$ cat src/three_level_cache_lookup_macros.svh
// assertion macros shared by the cache lookup rtl
`ifndef THREE_LEVEL_CACHE_LOOKUP_MACROS_SVH
`define THREE_LEVEL_CACHE_LOOKUP_MACROS_SVH

// same-cycle implication, checked outside reset
`define TLCL_ASSERT_IMP(lbl, ante, cons, msg) \
    lbl: assert property (@(posedge clk) disable iff (!rst_n) (ante) |-> (cons)) \
        else $error(msg);

// next-cycle implication, checked outside reset
`define TLCL_ASSERT_NXT(lbl, ante, cons, msg) \
    lbl: assert property (@(posedge clk) disable iff (!rst_n) (ante) |=> (cons)) \
        else $error(msg);

`endif

$ cat src/tlcl_pkg.sv
// shared types, codes and helpers for the three level cache lookup
`default_nettype none
package tlcl_pkg;

    localparam int TAG_MAX = 32;

    // hit level codes
    localparam logic [1:0] LVL_L1  = 2'd0;
    localparam logic [1:0] LVL_L2  = 2'd1;
    localparam logic [1:0] LVL_L3  = 2'd2;
    localparam logic [1:0] LVL_MEM = 2'd3;

    // configuration register indexes
    localparam logic [2:0] REG_POLICY = 3'd0;
    localparam logic [2:0] REG_COST1  = 3'd1;
    localparam logic [2:0] REG_COST2  = 3'd2;
    localparam logic [2:0] REG_COST3  = 3'd3;
    localparam logic [2:0] REG_COSTM  = 3'd4;

    typedef struct packed {
        logic [TAG_MAX-1:0] tag;
        logic               vld;
        logic               dirty;
        logic [31:0]        age;
        logic [31:0]        uses;
    } line_t;

    typedef struct packed {
        logic clr;
        logic start;
        logic rd;
        logic policy;
    } lvl_ctl_t;

    typedef struct packed {
        logic  hit;
        line_t hit_line;
        line_t vic_line;
    } lvl_res_t;

    function automatic logic [31:0] sat_inc(input logic [31:0] v);
        sat_inc = (v == 32'hFFFF_FFFF) ? v : v + 32'd1;
    endfunction

endpackage
`default_nettype wire

$ cat src/tlcl_level.sv
// one cache level: tag store memory with a one-line-per-cycle aging and victim scan
`default_nettype none
module tlcl_level #(
    parameter int LINES = 16,
    parameter int TAG_W = 16,
    parameter int CNT_W = 6,
    localparam int IDX_W = $clog2(LINES)
) (
    input  wire logic                 clk,
    input  wire logic                 rst_n,
    input  wire tlcl_pkg::lvl_ctl_t   ctl,
    input  wire logic [CNT_W-1:0]     cnt,
    input  wire logic [31:0]          tag,
    input  wire logic                 wr_en,
    input  wire logic [IDX_W-1:0]     wr_idx,
    input  wire tlcl_pkg::line_t      wr_line,
    output tlcl_pkg::lvl_res_t        res,
    output logic [IDX_W-1:0]          hit_idx,
    output logic [IDX_W-1:0]          vic_idx
);
    import tlcl_pkg::*;

    typedef struct packed {
        logic [TAG_W-1:0] tag;
        logic             vld;
        logic             dirty;
        logic [31:0]      age;
        logic [31:0]      uses;
    } ent_t;

    ent_t mem [LINES];
    ent_t rd_data_reg;

    logic             in_range;
    logic [IDX_W-1:0] idx;
    logic             rd_pend_reg;
    logic [IDX_W-1:0] rd_idx_reg;

    line_t cur;
    line_t aged;
    logic  is_hit;
    logic  best_pick;

    logic             hit_f_reg;
    logic [IDX_W-1:0] hit_idx_reg;
    line_t            hit_line_reg;
    logic             inv_f_reg;
    logic [IDX_W-1:0] inv_idx_reg;
    line_t            inv_line_reg;
    logic [IDX_W-1:0] best_idx_reg;
    line_t            best_line_reg;

    logic             we;
    logic [IDX_W-1:0] wa;
    ent_t             wd;

    assign in_range = {1'b0, cnt} < (CNT_W+1)'(LINES);
    assign idx      = cnt[IDX_W-1:0];

    always_comb
    begin
        cur.tag   = 32'(rd_data_reg.tag);
        cur.vld   = rd_data_reg.vld;
        cur.dirty = rd_data_reg.dirty;
        cur.age   = rd_data_reg.age;
        cur.uses  = rd_data_reg.uses;
        aged      = cur;
        if (cur.vld)
        begin
            aged.age = sat_inc(cur.age);
        end
        is_hit = cur.vld && (cur.tag == tag);
        if (rd_idx_reg == '0)
        begin
            best_pick = 1'b1;
        end
        else if (ctl.policy)
        begin
            best_pick = aged.uses < best_line_reg.uses;
        end
        else
        begin
            best_pick = aged.age > best_line_reg.age;
        end
    end

    // write port: clearing pass, aging write-back, then final update
    always_comb
    begin
        we = 1'b0;
        wa = idx;
        wd = '0;
        if (ctl.clr)
        begin
            we = in_range;
        end
        else if (rd_pend_reg)
        begin
            we       = 1'b1;
            wa       = rd_idx_reg;
            wd.tag   = aged.tag[TAG_W-1:0];
            wd.vld   = aged.vld;
            wd.dirty = aged.dirty;
            wd.age   = aged.age;
            wd.uses  = aged.uses;
        end
        else if (wr_en)
        begin
            we       = 1'b1;
            wa       = wr_idx;
            wd.tag   = wr_line.tag[TAG_W-1:0];
            wd.vld   = wr_line.vld;
            wd.dirty = wr_line.dirty;
            wd.age   = wr_line.age;
            wd.uses  = wr_line.uses;
        end
    end

    always_ff @(posedge clk)
    begin
        if (we)
        begin
            mem[wa] <= wd;
        end
        rd_data_reg <= mem[idx];
    end

    always_ff @(posedge clk or negedge rst_n)
    begin
        if (!rst_n)
        begin
            rd_pend_reg <= 1'b0;
            hit_f_reg   <= 1'b0;
            inv_f_reg   <= 1'b0;
        end
        else
        begin
            rd_pend_reg <= ctl.rd && in_range;
            if (ctl.start)
            begin
                hit_f_reg <= 1'b0;
                inv_f_reg <= 1'b0;
            end
            else if (rd_pend_reg)
            begin
                if (is_hit && !hit_f_reg)
                begin
                    hit_f_reg <= 1'b1;
                end
                if (!cur.vld && !inv_f_reg)
                begin
                    inv_f_reg <= 1'b1;
                end
            end
        end
    end

    always_ff @(posedge clk)
    begin
        rd_idx_reg <= idx;
        if (rd_pend_reg && !ctl.start)
        begin
            if (is_hit && !hit_f_reg)
            begin
                hit_idx_reg  <= rd_idx_reg;
                hit_line_reg <= aged;
            end
            if (!cur.vld && !inv_f_reg)
            begin
                inv_idx_reg  <= rd_idx_reg;
                inv_line_reg <= aged;
            end
            if (best_pick)
            begin
                best_idx_reg  <= rd_idx_reg;
                best_line_reg <= aged;
            end
        end
    end

    assign res.hit      = hit_f_reg;
    assign res.hit_line = hit_line_reg;
    assign res.vic_line = inv_f_reg ? inv_line_reg : best_line_reg;
    assign hit_idx      = hit_idx_reg;
    assign vic_idx      = inv_f_reg ? inv_idx_reg : best_idx_reg;

endmodule
`default_nettype wire

$ cat config.mk
export PLATFORM = sky130hd
export DESIGN_NAME = tlcl_level
export DESIGN_NICKNAME = d
export VERILOG_FILES = /design/src/three_level_cache_lookup_macros.svh /design/src/tlcl_pkg.sv /design/src/tlcl_level.sv
export SDC_FILE = /design/constraint.sdc
export NUM_CORES = 1
export LEC_CHECK = 0
export ABC_CLOCK_PERIOD_IN_PS = 7230
export BUFFER_PORTS_ARGS = -buffer_cell sky130_fd_sc_hd__buf_2
export CELL_PAD_IN_SITES_DETAIL_PLACEMENT = 1
export CELL_PAD_IN_SITES_GLOBAL_PLACEMENT = 1
export CORE_MARGIN = 2
export CORE_UTILIZATION = 48
export CTS_BUF_LIST = sky130_fd_sc_hd__clkbuf_16
export CTS_CLUSTER_SIZE = 10
export DETAILED_ROUTE_END_ITERATION = 16
export PLACE_DENSITY_LB_ADDON = 0.2
export SLEW_MARGIN = 15
export SYNTH_ARGS = -nofsm -noshare
export SYNTH_HDL_FRONTEND = slang
export SYNTH_SLANG_ARGS = --single-unit
$ cat constraint.sdc
create_clock -name clk -period 7.23 [get_ports clk]
set_input_delay 0.3615 -clock clk [delete_from_list [all_inputs] [get_ports clk]]
set_output_delay 0.3615 -clock clk [all_outputs]
set_load 0.02 [all_outputs]
; ---- Word-level counts from Yosys, hierarchy flattened
; Memory sizes are Yosys's and may differ from the RTL's. A register that Yosys moved wholly into a read port is not among the register bits.
; Cells that the tools add are included.
; W data, S select, Z words.
[word_totals]
memories = 1
register_bits = 265
inputBits = 147
word_cells = 70
ram_bits = 1312
output_inout_bits = 205
[mem_list]
columns = name, words, word_bits, rd, rd_clocked_by_memory_dff, write_ports, line_no
row1 = mem, 16, 82, 1, 1, 1, tlcl_level.sv:31  ; ent_t mem [LINES];
[op_classes]
magnitude_cmp = 3
reduce_logical = 18
mux = 23
add_sub_neg = 1
n_eq_ne = 2
[ops]
columns = operator, n
row1 = $mux W82, 4
row2 = $mux W32, 2
row3 = $add A32 B1 Y32 const B, 1
row4 = $eq A16 B32 Y1, 1
row5 = $eq A32 B32 Y1 const B, 1
row6 = $gt A32 B32 Y1, 1
row7 = $lt A32 B32 Y1, 1
row8 = $mux W4, 4
row9 = $mux W1, 13
row10 = $reduce_and A2 Y1, 5
row11 = $lt A6 B5 Y1 const B, 1
row12 = $reduce_bool A2 Y1, 3
row13 = $logic_and A1 B1 Y1, 5
row14 = $logic_not A1 Y1, 4
row15 = $logic_not A4 Y1, 1

; ---- Longest topological paths before layout
[depth]
word_depth = 7
mapped_depth = 14
mapped_depth_nobuf = 13

; ---- Least setup slack after synthesis
; OpenSTA, ideal clock, no wires.
[synth_path]
kind = register -> register
start = register rd_pend_reg
end = register hit_idx_reg[0], in the netlist hit_idx[0] (enable)
setup_slack_ns = -0.281
period_less_slack_ns = 7.511
setup_time_ns = 0.639
path_stages_with_launch = 6
arrival_time_ns = 6.872
path_buffers = 1
required_ns = 6.591
cell_sequence = dfrtp_1 -> clkbuf_1 -> nand2_1 -> nor3_1 -> nand2_1 -> nor3_1
[synth_between]
elab_chain_len = 2
[synth_lines]
columns = element, line_no
row1 = start: declaration, tlcl_level.sv:36  ; logic rd_pend_reg;
row2 = start signal: assignment, tlcl_level.sv:138  ; rd_pend_reg <= ctl.rd && in_range;
row3 = $logic_and A1 B1 Y1, tlcl_level.sv:161  ; if (rd_pend_reg && !ctl.start)
row4 = $reduce_and A2 Y1 (no line), -
row5 = end signal: assignment, tlcl_level.sv:165  ; hit_idx_reg <= rd_idx_reg;
row6 = end: declaration, tlcl_level.sv:45  ; logic [IDX_W-1:0] hit_idx_reg;
; Every way passes these cells.
; A chain may end at the register's enable or synchronous reset.

==> results.yml <==
outcome:
  status: "finished, final reports clean"
critical_path:
  critPathSlowestCell: "a311o_2"
  r2r-start: "cur[32]$_DFF_P_"
  cpMostUsedCell: "ha_1"
  reg2reg_depth: 13
  cp-endpoint: "best_line_reg[24]$_DFFE_PP_"
  slowest_delay_ns: 0.91
  crit_buf_inv: 1
  cp_data_arrival_time_ns: 6.33
  critPathMaxFanout: 59
  cp.depth: 13
  end_kind: "flip-flop"
  critPathLaunchType: "flip-flop"
  crit_start: "cur[32]$_DFF_P_"
  crit_family: "simple AND/OR/NAND/NOR gates"
  crit_type: "flip-flop to flip-flop"
  r2r_end: "best_line_reg[24]$_DFFE_PP_"
  required_ns: 7.65
  path_cells: "ha_1 -> nand3_1 -> nor4_4 -> a31oi_2 -> and3_1 -> xnor2_1 -> ha_1 -> and4_1 -> nand2_1 -> nor3_1 -> a211o_1 -> a311o_2 -> buf_4"
  rrSetupSlack_ns: 1.32
die:
  die-width_um: 369
  num_rows: 133
  initial_core_util: 0.485
  coreArea_um2: 132000
  die_h_um: 369
  dieArea_um2: 136000
  num_io_pins: 352
logic_synthesis:
  synth_edf_count: 1570
  synth_top_area_cell: "edfxtp_1"
  syn_avg_cell_area_um2: 21.1
  synth_largest_type_area_fraction: 0.738
  netlist_top_cells_area: "edfxtp_1, mux4_2, dfxtp_1, ha_1, nor2_1"
  ys_seq_area_frac: 0.766
  ys_ff_latch: 1659
  syn_inst: 3028
  ys_warn_count: 0
  ys_async_sr_fraction: 0.00181
  synthFlopType: "edfxtp_1"
  netlist_area_um2: 63900
  synth.distinct_cells: 66
cts:
  cts_tree: "built"
  cts_buffers: 187
  cts_max_path_buffers: 3
  clkLatencyLatePin_ns: 0.82
  post-cts-setup-buffers: 0
  htree_num_levels: 4
  cts_sinks: 1659
  cts.reportedPaths.clkPinSlew_ns: 0.06
  cts_root_buf: "clkbuf_16"
layout:
  antenna_cells: 0
  nNetsFinal: 3656
  nFillCells: 11465
  syn2layout_area_growth_pct: 14.4
  layout-drive-gt1-share: 0.293
  largest_register_ffs: 1312
  largest_register: "mem"
timing:
  worst_slew_pin_slew_ns: 1.21
  maxSlewViolCount: 0
  period_minus_slack_ns: 5.91
  timing.fmax_mhz: 169
  tns_ns: 0
  period_share: 0.818
  rsz0062_at_grt: "no"
  skew_ns: 0.0296
  hold_violations: 0
  max_slew_margin: 0.190
  finalSetupViolations: 0
  fin_ws_ns: 1.32
power_and_ir_drop:
  power.leakage_nw: 24.7
  vdd_drop_max_mv: 0.246
  finalPower_mw: 20.5
  power_density_nw_per_um2: 280
global_routing:
  grtUsageTotal: 0.247
  grt_max_degree: 124
  grtUsageMet3: 0.0378
  busiest_layer: "met2"
  met1_usage: 0.349
  grt_use_met2: 0.405
  grt_pass1_vias: 34377
  grt_antenna_before_repair: 8
  gr-total-overflow: 0
  grt_pass1_wl_mm: 242
route:
  vias_per_cell: 5.99
  drc_errors: 0
  drt_iter0_drc: 3519
  ant_nets: 0
  wirelength_mm: 166
  routedWlPerCell_um: 31.2
  num_vias: 31971
  dr.pass1.iters: 5
placement:
  gp_congestion: 0.798
  hpwlAfterDp_mm: 94.9
  port_buffers: 303
  dp_slack_ns: 1.37
min_path:
  hp-class: "primary input to flip-flop"
  hold_depth: 1
flow_run:
  maxCapViolCount: 0
[cells by family (layout without fill, tap and decap cells)]
family,Yosys count,count (layout),share of synthesized area
DFF,1659,1659,0.766
muxes,438,438,0.149
and+or+nand+nor,358,358,0.0264
buffers and inverters,245,766,0.0173
AOI/OAI and AO/OA,219,219,0.0220
adders and majority gates,64,64,0.0125
xor gates and xnor gates,44,44,0.00627
other,1,32,0.0000587
[worst register-to-register path, stage by stage, from the launching register on]
cell and delay [ns]:
dfxtp_1 0.43, ha_1 0.30, nand3_1 0.20, nor4_4 0.30, a31oi_2 0.42, and3_1 0.36
xnor2_1 0.41, ha_1 0.22, and4_1 0.27, nand2_1 0.19, nor3_1 0.25, a211o_1 0.19
a311o_2 0.91, buf_4 0.88
[routing by layer]
layer / up-vias / wire length (µm)
li1: 13210 / -
met1: 17268 / 69400
met2: 1280 / 82300
met3: 213 / 11200
met4: 0 / 3440
met5: - / 0
[metrics by stage]
step / utilization / instances / cell area [µm²] / hold slack, ns
after floorplan: - / 3059 / 64000 / 0.0659
after global placement: 0.513 / 5006 / 67700 / 0.163
after detailed placement: 0.513 / 5006 / 67700 / 0.167
after CTS: 0.555 / 5335 / 73100 / 0.0365
after global routing: 0.555 / 5335 / 73100 / 0.0779
final: 0.555 / 5335 / 73100 / 0.0741
[cells in the final DEF (no fill, tap or decap), drive strengths merged, types with 24 or more instances in the layout]
cell       n
edfxtp  1570
mux4     410
buf      367
inv      192
clkbuf   189
nor2     142
nand2    103
dfxtp     86
o21ai     75
ha        64
a22oi     48
a21oi     33
conb      32
xor2      25
mux2      25
o21a      24
[how the worst min path moves through the flow]
| stage | start | end | slack (ns) |
|---|---|---|---|
| 3_5_place_dp | rst_n | hit_f_reg$_DFFE_PN0P_ | 0.17 |
| 5_1_grt | cnt[2] | rd_idx_reg[2]$_DFF_P_ | 0.08 |
| 2_1_floorplan | rst_n | hit_f_reg$_DFFE_PN0P_ | 0.07 |
| 6_report | cnt[2] | rd_idx_reg[2]$_DFF_P_ | 0.07 |
| 4_1_cts | cnt[2] | rd_idx_reg[2]$_DFF_P_ | 0.04 |
| 3_3_place_gp | rst_n | hit_f_reg$_DFFE_PN0P_ | 0.16 |
[what timing repair did]
item                      4_1_cts  5_1_grt
hold endpoints to repair        6        0
hold buffers                    5        0
gates resized for setup         0        0
[Yosys cell counts (3+ instances only)]
library cell / number
nor3_1: 18
nor2b_1: 8
a221o_1: 4
a31oi_1: 4
a211o_1: 3
o21a_1: 24
mux2i_1: 3
nor4_1: 10
dfxtp_1: 86
buf_1: 17
nand2_1: 103
a221oi_1: 3
inv_1: 69
xor2_1: 25
nor2_1: 142
ha_1: 64
nand4_1: 17
mux2_2: 25
or3_1: 3
edfxtp_1: 1570
buf_4: 33
dfrtp_1: 3
xnor2_1: 17
and3_1: 9
nand3_1: 18
buf_2: 38
o211ai_1: 4
a211oi_1: 6
mux4_2: 410
and4_1: 5
clkbuf_1: 84
a22oi_1: 48
o21ai_0: 74
a21o_1: 5
a21oi_1: 33
[area by class of cell]
class                   instances  area, µm²  area share
clock buffers                 189       4730      0.0647
inverters                      70        263     0.00359
repair buffers                372       2190      0.0299
well taps                    1755       2200      0.0300
clock inverters               135        657     0.00899
flip-flops and latches       1659      48900       0.670
multi-input cells            1155      14100       0.193
[report_power, final]
group	internal (mW)	total [mW]	switching, mW
clock network	4.69	8.36	3.67
registers	10.8	10.9	0.127
logic	0.446	1.22	0.779
No activity file was read; power rests on OpenSTA's default activity.
